`src/rtl/assert_macros.svh`:
```
// Assertion macros shared by the date stream gap tracker RTL.
`ifndef ASSERT_MACROS_SVH
`define ASSERT_MACROS_SVH

// Property must hold at every clock edge outside reset.
`define ASSERT_CHECK(label, clk, rst, prop) \
   label: assert property (@(posedge clk) disable iff (rst) prop) \
      else $error("assertion failed");

// Expression must never be true outside reset.
`define ASSERT_NEVER(label, clk, rst, expr) \
   label: assert property (@(posedge clk) disable iff (rst) !(expr)) \
      else $error("forbidden condition seen");

`endif

```
`src/rtl/dsgt_pkg.sv`:
```
// Types, constants and date arithmetic helpers for the date stream gap tracker.
package dsgt_pkg;

   localparam int YEAR_W  = 12;
   localparam int MONTH_W = 4;
   localparam int DAY_W   = 5;
   localparam int CNT_W   = 16;
   localparam int LEAPS_W = 10;
   localparam int SUM_W   = 22;

   localparam int YEAR_SPAN = 128;
   localparam logic [YEAR_W-1:0] EPOCH_RESET = 12'd2010;
   localparam logic [CNT_W-1:0]  CNT_MAX     = '1;
   localparam logic [MONTH_W-1:0] FEBRUARY   = 4'd2;
   localparam logic [DAY_W-1:0]  FEB_LEAP_LEN = 5'd29;

   typedef enum logic [1:0] {
      ST_FIRST   = 2'd0,
      ST_GAP     = 2'd1,
      ST_INVALID = 2'd2,
      ST_EARLIER = 2'd3
   } status_type;

   typedef struct packed {
      logic             ok;
      logic [CNT_W-1:0] day_number;
   } date_info_type;

   // Month length (non-leap), zero for codes that are not months.
   localparam logic [DAY_W-1:0] MONTH_LEN [16] = '{
      5'd0, 5'd31, 5'd28, 5'd31, 5'd30, 5'd31, 5'd30, 5'd31,
      5'd31, 5'd30, 5'd31, 5'd30, 5'd31, 5'd0, 5'd0, 5'd0
   };

   // Days before the first of each month in a non-leap year.
   localparam logic [8:0] MONTH_START [16] = '{
      9'd0, 9'd0, 9'd31, 9'd59, 9'd90, 9'd120, 9'd151, 9'd181,
      9'd212, 9'd243, 9'd273, 9'd304, 9'd334, 9'd0, 9'd0, 9'd0
   };

   // floor(x / 100) = floor(floor(x / 4) / 25), reciprocal 1311 / 2^15.
   function automatic logic [5:0] div100(input logic [YEAR_W-1:0] x);
      logic [20:0] prod;
      prod = 21'(x[YEAR_W-1:2]) * 21'd1311;
      return prod[20:15];
   endfunction

   function automatic logic is_leap(input logic [YEAR_W-1:0] y);
      logic [5:0] hund;
      logic [9:0] quarter;
      hund    = div100(y);
      quarter = y[YEAR_W-1:2];
      return (y[1:0] == 2'b00) &&
             ((quarter != 10'(10'(hund) * 10'd25)) || (y[3:2] == 2'b00));
   endfunction

   // Leap years in [0, n).
   function automatic logic [LEAPS_W-1:0] leaps_before(input logic [YEAR_W-1:0] n);
      logic [YEAR_W-1:0]  m;
      logic [5:0]         hund;
      logic [LEAPS_W-1:0] res;
      m    = n - 12'd1;
      hund = div100(m);
      if (n == '0) begin
         res = '0;
      end else begin
         res = 10'(m[YEAR_W-1:2]) - 10'(hund) + 10'(hund[5:2]) + 10'd1;
      end
      return res;
   endfunction

endpackage

```
`src/rtl/dsgt_req_if.sv`:
```
// Request channel: one calendar date per transfer.
interface dsgt_req_if;
   logic                          valid;
   logic                          ready;
   logic [dsgt_pkg::YEAR_W-1:0]   year;
   logic [dsgt_pkg::MONTH_W-1:0]  month;
   logic [dsgt_pkg::DAY_W-1:0]    day;

   modport source (output valid, year, month, day, input ready);
   modport sink   (input valid, year, month, day, output ready);
endinterface

```
`src/rtl/dsgt_rsp_if.sv`:
```
// Response channel: status, day number, gap and running statistics.
interface dsgt_rsp_if;
   logic                        valid;
   logic                        ready;
   dsgt_pkg::status_type        status;
   logic [dsgt_pkg::CNT_W-1:0]  day_number;
   logic [dsgt_pkg::CNT_W-1:0]  gap_days;
   logic [dsgt_pkg::CNT_W-1:0]  valid_total;
   logic [dsgt_pkg::CNT_W-1:0]  invalid_total;
   logic [dsgt_pkg::CNT_W-1:0]  shortest_gap;
   logic [dsgt_pkg::CNT_W-1:0]  longest_gap;
   logic [dsgt_pkg::CNT_W-1:0]  gap_sum;

   modport source (output valid, status, day_number, gap_days, valid_total, invalid_total,
                   shortest_gap, longest_gap, gap_sum, input ready);
   modport sink   (input valid, status, day_number, gap_days, valid_total, invalid_total,
                   shortest_gap, longest_gap, gap_sum, output ready);
endinterface

```
`src/rtl/dsgt_date_conv.sv`:
```
// Date check and conversion to a one-based day number from the epoch.
module dsgt_date_conv (
   input  logic [dsgt_pkg::YEAR_W-1:0]  year,
   input  logic [dsgt_pkg::MONTH_W-1:0] month,
   input  logic [dsgt_pkg::DAY_W-1:0]   day,
   input  logic [dsgt_pkg::YEAR_W-1:0]  epoch_year,
   input  logic [dsgt_pkg::LEAPS_W-1:0] epoch_leaps,
   output dsgt_pkg::date_info_type      info
);

   logic                          leap;
   logic [dsgt_pkg::YEAR_W-1:0]   span;
   logic                          in_range;
   logic [dsgt_pkg::DAY_W-1:0]    mlen;
   logic                          day_ok;
   logic                          ok;
   logic [dsgt_pkg::SUM_W-1:0]    n;

   assign leap     = dsgt_pkg::is_leap(year);
   assign span     = year - epoch_year;
   assign in_range = (year >= epoch_year) && (span < 12'(dsgt_pkg::YEAR_SPAN));
   assign mlen     = (month == dsgt_pkg::FEBRUARY && leap) ? dsgt_pkg::FEB_LEAP_LEN
                                                          : dsgt_pkg::MONTH_LEN[month];
   assign day_ok   = (day != '0) && (day <= mlen);
   assign ok       = in_range && day_ok;

   assign n = 22'(day) + 22'(dsgt_pkg::MONTH_START[month])
            + 22'(leap && (month > dsgt_pkg::FEBRUARY))
            + 22'(span) * 22'd365
            + 22'(dsgt_pkg::leaps_before(year)) - 22'(epoch_leaps);

   always_comb begin
      info.ok = ok;
      if (!ok) begin
         info.day_number = '0;
      end else if (n > 22'(dsgt_pkg::CNT_MAX)) begin
         info.day_number = dsgt_pkg::CNT_MAX;
      end else begin
         info.day_number = n[dsgt_pkg::CNT_W-1:0];
      end
   end

endmodule

```
`src/rtl/date_stream_gap_tracker_core.sv`:
```
// Top level: date stream gap tracker with request register, statistics and response register.
// A request passes the request register, then the response register. Throughput: one request
// per cycle while the response side is ready; the response register frees the request stage.
// The date conversion sits ahead of the request register; statistics logic is combinational.
// Reset (synchronous, active high) clears all statistics and sets epoch_year to 2010.
`include "assert_macros.svh"

module date_stream_gap_tracker_core (
   input  logic                        clock,
   input  logic                        reset,
   input  logic                        csr_we,
   input  logic [dsgt_pkg::YEAR_W-1:0] csr_wdata,
   dsgt_req_if.sink                    req_chan,
   dsgt_rsp_if.source                  rsp_chan
);

   localparam int W = dsgt_pkg::CNT_W;

   logic [dsgt_pkg::YEAR_W-1:0]  epoch_year_ff;
   logic [dsgt_pkg::LEAPS_W-1:0] epoch_leaps_ff;

   dsgt_pkg::date_info_type conv_info;
   dsgt_pkg::date_info_type s1_info_ff;
   logic                    s1_valid_ff, s1_valid_in;
   logic                    rsp_valid_ff, rsp_valid_in;
   logic                    req_fire, advance;

   logic [W-1:0] last_dn_ff, last_dn_in;
   logic [W-1:0] acc_ff, acc_in;
   logic [W-1:0] rej_ff, rej_in;
   logic [W-1:0] min_ff, min_in;
   logic [W-1:0] max_ff, max_in;
   logic [W-1:0] sum_ff, sum_in;

   dsgt_pkg::status_type status_in, status_ff;
   logic [W-1:0]         dn_in, dn_ff;
   logic [W-1:0]         gap_in, gap_ff;
   logic [W:0]           sum_wide;

   dsgt_date_conv u_conv (
      .year        (req_chan.year),
      .month       (req_chan.month),
      .day         (req_chan.day),
      .epoch_year  (epoch_year_ff),
      .epoch_leaps (epoch_leaps_ff),
      .info        (conv_info)
   );

   assign advance        = s1_valid_ff && (!rsp_valid_ff || rsp_chan.ready);
   assign req_chan.ready = !s1_valid_ff || advance;
   assign req_fire       = req_chan.valid && req_chan.ready;

   always_comb begin
      s1_valid_in = s1_valid_ff;
      if (req_fire) begin
         s1_valid_in = 1'b1;
      end else if (advance) begin
         s1_valid_in = 1'b0;
      end
      rsp_valid_in = rsp_valid_ff;
      if (advance) begin
         rsp_valid_in = 1'b1;
      end else if (rsp_chan.ready) begin
         rsp_valid_in = 1'b0;
      end
   end

   // statistics update for the request in the request register
   always_comb begin
      last_dn_in = last_dn_ff;
      acc_in     = acc_ff;
      rej_in     = rej_ff;
      min_in     = min_ff;
      max_in     = max_ff;
      sum_in     = sum_ff;
      dn_in      = s1_info_ff.day_number;
      gap_in     = '0;
      status_in  = dsgt_pkg::ST_GAP;
      sum_wide   = (W+1)'(sum_ff) + (W+1)'(s1_info_ff.day_number - last_dn_ff);
      if (!s1_info_ff.ok) begin
         status_in = dsgt_pkg::ST_INVALID;
         dn_in     = '0;
         rej_in    = (rej_ff == dsgt_pkg::CNT_MAX) ? rej_ff : rej_ff + 1'b1;
      end else if (acc_ff != '0 && s1_info_ff.day_number < last_dn_ff) begin
         status_in = dsgt_pkg::ST_EARLIER;
         rej_in    = (rej_ff == dsgt_pkg::CNT_MAX) ? rej_ff : rej_ff + 1'b1;
      end else if (acc_ff == '0) begin
         status_in  = dsgt_pkg::ST_FIRST;
         acc_in     = W'(1);
         last_dn_in = s1_info_ff.day_number;
      end else begin
         gap_in = s1_info_ff.day_number - last_dn_ff;
         if (acc_ff == W'(1)) begin
            min_in = gap_in;
            max_in = gap_in;
         end else begin
            if (gap_in < min_ff) begin
               min_in = gap_in;
            end
            if (gap_in > max_ff) begin
               max_in = gap_in;
            end
         end
         sum_in     = sum_wide[W] ? dsgt_pkg::CNT_MAX : sum_wide[W-1:0];
         acc_in     = (acc_ff == dsgt_pkg::CNT_MAX) ? acc_ff : acc_ff + 1'b1;
         last_dn_in = s1_info_ff.day_number;
      end
   end

   always_ff @(posedge clock) begin
      if (reset) begin
         epoch_year_ff  <= dsgt_pkg::EPOCH_RESET;
         epoch_leaps_ff <= dsgt_pkg::leaps_before(dsgt_pkg::EPOCH_RESET);
         s1_valid_ff    <= 1'b0;
         rsp_valid_ff   <= 1'b0;
         last_dn_ff     <= '0;
         acc_ff         <= '0;
         rej_ff         <= '0;
         min_ff         <= '0;
         max_ff         <= '0;
         sum_ff         <= '0;
      end else begin
         if (csr_we) begin
            epoch_year_ff  <= csr_wdata;
            epoch_leaps_ff <= dsgt_pkg::leaps_before(csr_wdata);
         end
         s1_valid_ff  <= s1_valid_in;
         rsp_valid_ff <= rsp_valid_in;
         if (advance) begin
            last_dn_ff <= last_dn_in;
            acc_ff     <= acc_in;
            rej_ff     <= rej_in;
            min_ff     <= min_in;
            max_ff     <= max_in;
            sum_ff     <= sum_in;
         end
      end
   end

   always_ff @(posedge clock) begin
      if (req_fire) begin
         s1_info_ff <= conv_info;
      end
      if (advance) begin
         status_ff <= status_in;
         dn_ff     <= dn_in;
         gap_ff    <= gap_in;
      end
   end

   assign rsp_chan.valid         = rsp_valid_ff;
   assign rsp_chan.status        = status_ff;
   assign rsp_chan.day_number    = dn_ff;
   assign rsp_chan.gap_days      = gap_ff;
   assign rsp_chan.valid_total   = acc_ff;
   assign rsp_chan.invalid_total = rej_ff;
   assign rsp_chan.shortest_gap  = min_ff;
   assign rsp_chan.longest_gap   = max_ff;
   assign rsp_chan.gap_sum       = sum_ff;

   `ASSERT_CHECK(a_first_once, clock, reset, (rsp_valid_ff && status_ff == dsgt_pkg::ST_FIRST) |-> (acc_ff == W'(1)))
   `ASSERT_CHECK(a_invalid_zero, clock, reset, (rsp_valid_ff && status_ff == dsgt_pkg::ST_INVALID) |-> (dn_ff == '0))
   `ASSERT_CHECK(a_gap_status, clock, reset, (rsp_valid_ff && gap_ff != '0) |-> (status_ff == dsgt_pkg::ST_GAP))
   `ASSERT_NEVER(a_min_max_order, clock, reset, min_ff > max_ff)
   `ASSERT_CHECK(a_advance_rsp, clock, reset, advance |=> rsp_valid_ff)

endmodule

```
`src/flat_wrapper.sv`:
```
// flat-port wrapper written by rule: the top's interface ports become plain ports
module date_stream_gap_tracker_core_flat 
  (clock, reset, csr_we, csr_wdata, req_chan_valid, req_chan_year, req_chan_month, req_chan_day, req_chan_ready, rsp_chan_valid, rsp_chan_status, rsp_chan_day_number, rsp_chan_gap_days, rsp_chan_valid_total, rsp_chan_invalid_total, rsp_chan_shortest_gap, rsp_chan_longest_gap, rsp_chan_gap_sum, rsp_chan_ready);
  dsgt_req_if req_chan_i ();
  dsgt_rsp_if rsp_chan_i ();
  input  logic clock;
  input  logic reset;
  input  logic csr_we;
  input  logic [dsgt_pkg::YEAR_W-1:0] csr_wdata;
  input wire logic [$bits(req_chan_i.valid)-1:0] req_chan_valid;
  input wire logic [$bits(req_chan_i.year)-1:0] req_chan_year;
  input wire logic [$bits(req_chan_i.month)-1:0] req_chan_month;
  input wire logic [$bits(req_chan_i.day)-1:0] req_chan_day;
  output wire logic [$bits(req_chan_i.ready)-1:0] req_chan_ready;
  output wire logic [$bits(rsp_chan_i.valid)-1:0] rsp_chan_valid;
  output wire logic [$bits(rsp_chan_i.status)-1:0] rsp_chan_status;
  output wire logic [$bits(rsp_chan_i.day_number)-1:0] rsp_chan_day_number;
  output wire logic [$bits(rsp_chan_i.gap_days)-1:0] rsp_chan_gap_days;
  output wire logic [$bits(rsp_chan_i.valid_total)-1:0] rsp_chan_valid_total;
  output wire logic [$bits(rsp_chan_i.invalid_total)-1:0] rsp_chan_invalid_total;
  output wire logic [$bits(rsp_chan_i.shortest_gap)-1:0] rsp_chan_shortest_gap;
  output wire logic [$bits(rsp_chan_i.longest_gap)-1:0] rsp_chan_longest_gap;
  output wire logic [$bits(rsp_chan_i.gap_sum)-1:0] rsp_chan_gap_sum;
  input wire logic [$bits(rsp_chan_i.ready)-1:0] rsp_chan_ready;
  assign req_chan_i.valid = req_chan_valid;
  assign req_chan_i.year = req_chan_year;
  assign req_chan_i.month = req_chan_month;
  assign req_chan_i.day = req_chan_day;
  assign req_chan_ready = req_chan_i.ready;
  assign rsp_chan_valid = rsp_chan_i.valid;
  assign rsp_chan_status = rsp_chan_i.status;
  assign rsp_chan_day_number = rsp_chan_i.day_number;
  assign rsp_chan_gap_days = rsp_chan_i.gap_days;
  assign rsp_chan_valid_total = rsp_chan_i.valid_total;
  assign rsp_chan_invalid_total = rsp_chan_i.invalid_total;
  assign rsp_chan_shortest_gap = rsp_chan_i.shortest_gap;
  assign rsp_chan_longest_gap = rsp_chan_i.longest_gap;
  assign rsp_chan_gap_sum = rsp_chan_i.gap_sum;
  assign rsp_chan_i.ready = rsp_chan_ready;
  date_stream_gap_tracker_core u_core (.clock(clock), .reset(reset), .csr_we(csr_we), .csr_wdata(csr_wdata), .req_chan(req_chan_i), .rsp_chan(rsp_chan_i));
endmodule
```
`config.mk`:
```
export PLATFORM = sky130hd
export DESIGN_NAME = date_stream_gap_tracker_core_flat
export DESIGN_NICKNAME = d
export VERILOG_FILES = /design/src/rtl/dsgt_pkg.sv /design/src/rtl/dsgt_req_if.sv /design/src/rtl/dsgt_rsp_if.sv /design/src/rtl/dsgt_date_conv.sv /design/src/rtl/date_stream_gap_tracker_core.sv /design/src/flat_wrapper.sv
export VERILOG_INCLUDE_DIRS = /design/src /design/src/rtl
export SDC_FILE = /design/constraint.sdc
export NUM_CORES = 1
export LEC_CHECK = 0
export BUFFER_PORTS_ARGS = -buffer_cell sky130_fd_sc_hd__buf_2
export CAP_MARGIN = 20
export CORE_ASPECT_RATIO = 2
export CORE_MARGIN = 2
export CORE_UTILIZATION = 50
export CTS_CLUSTER_SIZE = 40
export DETAILED_ROUTE_END_ITERATION = 6
export PLACE_DENSITY = 0.68
export SLEW_MARGIN = 20
export SYNTH_ARGS = -nofsm -noshare
export SYNTH_HDL_FRONTEND = slang
export SYNTH_HIERARCHICAL = 1
export SYNTH_SLANG_ARGS = --single-unit
export TNS_END_PERCENT = 30
```
`constraint.sdc`:
```
create_clock -name clock -period 17.1 [get_ports clock]
set_input_delay 0.855 -clock clock [delete_from_list [all_inputs] [get_ports clock]]
set_output_delay 0.855 -clock clock [all_outputs]
set_load 0.02 [all_outputs]
```
# After elaboration in Yosys (flattened, before gate mapping)
# Memory sizes are Yosys's and may differ from the RTL's.
# Cells that the tools add are included.
word_totals:
  output_inout_bits: 116
  mem_bits_rw: 0
  mem_count: 2
  input_bits: 38
  latch_bits: 0
  wordCells: 119
  mem_bits_ro: 224
  reg_bits: 171
op_classes:
  n_reduce_logical: 33
  n_lt_le_gt_ge: 9
  eq_ne: 7
  multipliers: 5
  n_div: 0
  add_sub_neg: 19
  n_bitwise: 4
  n_mux: 24
  n_shift: 0
mem_list:
  columns: ["name", "depth", "width", "rd", "rd_clocked_by_memory_dff", "wr", "line_no", "text"]
  rows:
  - ["(no name shown)", 16, 9, 1, 0, 0, "dsgt_date_conv.sv:27", "assign n = 22'(day) + 22'(dsgt_pkg::MONTH_START[month])"]
  - ["(no name shown)", 16, 5, 1, 0, 0, "dsgt_date_conv.sv:23", ": dsgt_pkg::MONTH_LEN[month];"]
ops:
  columns: ["operator", "n"]
  rows:
  - ["$mux 16", 11]
  - ["$mul 10x11->21 const B", 3]
  - ["$add 16x1->16 const B", 2]
  - ["$eq 16x16->1 const B", 2]
  - ["$lt 16x16->1", 2]
  - ["$logic_not 12->1", 2]
  - ["$sub 12x1->12 const B", 2]
  - ["$add 11x21->22", 1]
  - ["$add 22x10->22", 1]
  - ["$gt 22x16->1 const B", 1]
  - ["$sub 22x10->22", 1]
  - ["$mul 12x9->21 const B", 1]
  - ["$add 10x1->10 const B", 2]
  - ["$add 10x4->10", 2]
  - ["$mux 10", 2]
  - ["$sub 10x6->10", 2]
  - ["$mux 9", 2]
  - ["$add 16x17->17", 1]
  - ["$sub 16x16->17", 1]
  - ["$eq 16x1->1 const B", 1]
  - ["$gt 16x16->1", 1]
  - ["$logic_not 16->1", 1]
  - ["$reduce_bool 16->1", 1]
  - ["$sub 16x16->16", 1]
  - ["other kinds (29)", 55]

# Depth between registers and ports, before layout
depth:
  depth_word: 12
  depth_mapped: 56
  depth_no_buf: 55

# Cells and area by module
# Netlist, hierarchy kept.
by_module_without_submodules:
  columns: ["module", "area_each_um2", "n_inst", "cells_each"]
  rows:
  - ["date_stream_gap_tracker_core", 11623.6, 1, 1226]
  - ["dsgt_date_conv", 9840.7, 1, 1113]

# Worst setup path after synthesis
# OpenSTA, ideal clock, no wires.
synth_path:
  kind: "input to register"
  start: "in req_chan_year[6]"
  end: "reg u_core/s1_info_ff[4] (netlist bit) (data pin)"
  setup_ns: 0.279
  arrival_time_ns: 12.819
  path_slack_ns: 4.002
  path_stages: 52
  t_required_ns: 16.821
  path_cell_list: "inv_1 > fa_1 > inv_1 > ha_1 > fa_1 > fa_1 > fa_1 > ha_1 > a211o_1 > a2111oi_4 > o211ai_1 > and2_1 > a21o_1 > a21oi_1 > xnor2_1 > inv_1 > ha_1 > inv_1 > (+16 left out) > nand2_1 > a32oi_1 > fa_1 > fa_1 > fa_1 > fa_1 > inv_1 > ha_1 > a21o_1 > a21o_1 > a21o_1 > a31oi_1 > o21ai_1 > a21o_1 > a2111oi_0 > o311a_2 > buf_6 > a21oi_2"
synth_via:
  elab_chain_cells: 12
  elab_cells_between_ends: 29
  cone_classes: "add/sub (9); mul (4); order compare (4); eq/ne (1); mux (3); reduce/logical (8)"
synth_rtl:
  columns: ["element", "line_no", "text"]
  rows:
  - ["start, declared", "flat_wrapper.sv:11", "input wire logic [$bits(req_chan_i.year)-1:0] req_chan_year;"]
  - ["$mul 10x11->21", "dsgt_pkg.sv:44", "prod = 21'(x[YEAR_W-1:2]) * 21'd1311;"]
  - ["$mul 6x5->10", "dsgt_pkg.sv:54", "((quarter != 10'(10'(hund) * 10'd25)) || (y[3:2] == 2'b00));"]
  - ["$ne 10x10->1", "dsgt_pkg.sv:54", null]
  - ["$logic_or 1x1->1", "dsgt_pkg.sv:54", null]
  - ["$logic_and 1x1->1", "dsgt_pkg.sv:53", "return (y[1:0] == 2'b00) &&"]
  - ["$logic_and 1x1->1", "dsgt_date_conv.sv:28", "+ 22'(leap && (month > dsgt_pkg::FEBRUARY))"]
  - ["$add 10x1->11", "dsgt_date_conv.sv:28", null]
  - ["$add 11x21->22", "dsgt_date_conv.sv:29", "+ 22'(span) * 22'd365"]
  - ["$add 22x10->22", "dsgt_date_conv.sv:30", "+ 22'(dsgt_pkg::leaps_before(year)) - 22'(epoch_leaps);"]
  - ["$sub 22x10->22", "dsgt_date_conv.sv:30", null]
  - ["$gt 22x16->1", "dsgt_date_conv.sv:36", "end else if (n > 22'(dsgt_pkg::CNT_MAX)) begin"]
  - ["$mux 16", "dsgt_date_conv.sv:36", null]
  - ["end signal, assigned", "date_stream_gap_tracker_core.sv:142", "s1_info_ff <= conv_info;"]
  - ["end, declared", "date_stream_gap_tracker_core.sv:23", "dsgt_pkg::date_info_type s1_info_ff;"]
# Parallel ways exist; a longest one is shown, timed or not.
# A chain may end at the register's enable or synchronous reset.

# Worst setup path in the final report
layout_path:
  start: "in req_chan_year[6]"
  end: "reg u_core/s1_info_ff[1] (netlist bit) (data pin)"
# The elaborated chain is that of the path after synthesis.

==> flow_summary.ini <==
[floorplanning]
rows = 107
core-area_um2 = 42440
initial_core_util = 0.5058
die_h_um = 297.0
dieArea_um2 = 44700
die_w_um = 150.5
boundaryPins = 154

[timing]
tightest_slew_ps = 979.1
max_freq_ghz = 0.06915
setup_viol_count_final = 0
maxSlewViolCount = 0
finClkSkew_ps = 13.12
setup_tns_ps = 0
report.final.hold_viol_count = 0
min_period_ps = 14460
relSlewSlack = 0.3426
period_share = 0.8457
whs_ps = 484.5
rsz0062_at_grt = false

[placed_design]
place_hpwl_um = 45660
numPortBuffers = 153
gp_congestion = 0.9525

[grt]
grt_pass1_vias = 17830
grt_usage = 0.2439
antenna_found_initial = 4
overflow = 0
grt_pass1_wl_um = 86390
grt_max_degree = 64

[routing]
wl_per_cell_um = 17.56
finalWirelength_um = 53540
drcViolationCount = 0
drt_iter0_markers = 503
ant_nets = 0
dr.pass1.iters = 7
dr_total_vias = 16770
vias_per_cell = 5.499

[setup_path]
path_max_fanout = 16
crit_slowest_cell = fa_1
critPathKind = in2reg
critPathLaunchType = input pin
slowest_delay_ps = 560
critical_path_required_ps = 17280
cp_common_cell = fa_1
endpoint_kind = register
arrival_ps = 14640

[synth]
ys_warn_count = 6
ys.flop_type = dfxtp_1
avgSynthCellArea_um2 = 9.177
syn-num-nets = 2971
synthTopCellsByArea = ha_1, fa_1, dfxtp_1
synth_cells = 2339
synth.most_common_cell = inv_1
ys_seq_area_frac = 0.1833
synth_async_sr_flop_share = 0
synth.cell_area_um2 = 21460
synth_cell_types = 90
yosysTopAreaCellShare = 0.2477
synth_edf_count = 51
ys_ff_latch = 171
ys_top_cells_by_count = inv_1, ha_1, fa_1, nor2_1, dfxtp_1
synth_area_leader_cell = ha_1

[cts]
cts_buffer_depth = 2
hold_buffers = 0
clock-sinks = 171
clock_latency_ps = 450
clock-root-buffer = clkbuf_16
cts_resized = 0
post_cts_buffers = 0
clkTransAtPathRegs_ps = 70
cts_tree = done
cts_max_level = 4
cts_inserted_buffers = 17

[cells_and_area]
fill_cells = 3773
largest_reg_flops = 17
syn_to_final_growth_pct = 9.578
drive_gt1_frac = 0.09480
fin_util = 0.5542
nets = 3119
max_flop_register = u_core/s1_info_ff

[worst_hold_path]
hp-class = reg2reg

[job]
drv_cap = 0

[outcome]
status = complete, no violations
[cells by family (layout without fill, tap and decap cells)]
group | Yosys count | count (layout) | share of synthesized area
AO/OA/AOI/OAI | 366 | 366 | 0.1169
XOR/XNOR | 145 | 145 | 0.06179
adder cells (fa/ha/maj) | 594 | 594 | 0.4054
buffers and inverters | 504 | 665 | 0.08948
flip-flops | 171 | 171 | 0.1833
multiplexers | 53 | 53 | 0.02472
other | 0 | 4 | 0
AND/OR/NAND/NOR | 506 | 506 | 0.1184
[worst paths after layout]
check / startpoint / endpoint / slack (ps) / cells after the start
setup / recovery: req_chan_year[6] / u_core/s1_info_ff[1] / 2640 / 52
hold / removal: u_core/epoch_leaps_ff[5] / u_core/epoch_leaps_ff[5] / 480 / 2
setup reg to reg: u_core/epoch_year_ff[1] / u_core/s1_info_ff[1] / 8930 / 30
hold reg to reg: u_core/epoch_leaps_ff[5] / u_core/epoch_leaps_ff[5] / 480 / 2
[worst max-delay path, delay by kind of cell]
family	cells	cell delay, ps
adders and majority gates	17	6970
AOI/OAI and AO/OA	19	4720
and+or+nand+nor	7	880
buffers and inverters	6	600
xor gates and xnor gates	3	580
[per-stage QoR]
stage | setup slack (ps) | instance area [um^2] | cells
2_1_floorplan | 4002 | 21460 | 2339
3_3_place_gp | 2563 | 22870 | 3013
3_5_place_dp | 2241 | 22870 | 3013
4_1_cts | 2702 | 23500 | 3045
5_1_grt | 1853 | 23520 | 3047
6_report | 2639 | 23520 | 3049
[cell type report]
type                    count  area, um^2  share of cell area
diodes                      4       10.01           0.0004256
clock buffers              22       485.5             0.02064
clock inverters            10       151.4            0.006437
inverters                 461        1730             0.07357
multi-input cells        1664       15620              0.6640
flip-flops and latches    171        3934              0.1673
well taps                 545       681.9             0.02899
repair buffers            172       910.9             0.03873
[layer usage]
layer	track usage	part of all wire
met5	0	0.00045
met4	0.1489	0.067
met3	0.02776	0.034
met2	0.4915	0.57
met1	0.2203	0.33
[cells in the final DEF, fill, tap and decap left out, drive strengths merged, types with 7 or more instances in the layout]
cell	netlist	final
a21oi	98	98
dfxtp	120	120
a211o	10	10
nand3	45	45
xnor2	79	79
o21a	15	15
nor2b	29	29
edfxtp	51	51
nor4	11	11
clkbuf	31	22
nand4	21	21
o211ai	11	11
and2	31	31
a221oi	17	17
and3	33	33
a21o	45	45
nor2	168	168
o21ai	77	77
nor3	32	32
a31oi	10	10
xor2	62	62
or4	9	9
a211oi	13	13
or3	8	8
ha	425	425
nand2	76	76
nand2b	25	25
o21bai	7	7
inv	460	464
buf	12	172
fa	169	169
mux2i	53	53
Power is not shown: default switching activity piles up to over one toggle a cycle in this logic, so the estimate is an artifact.
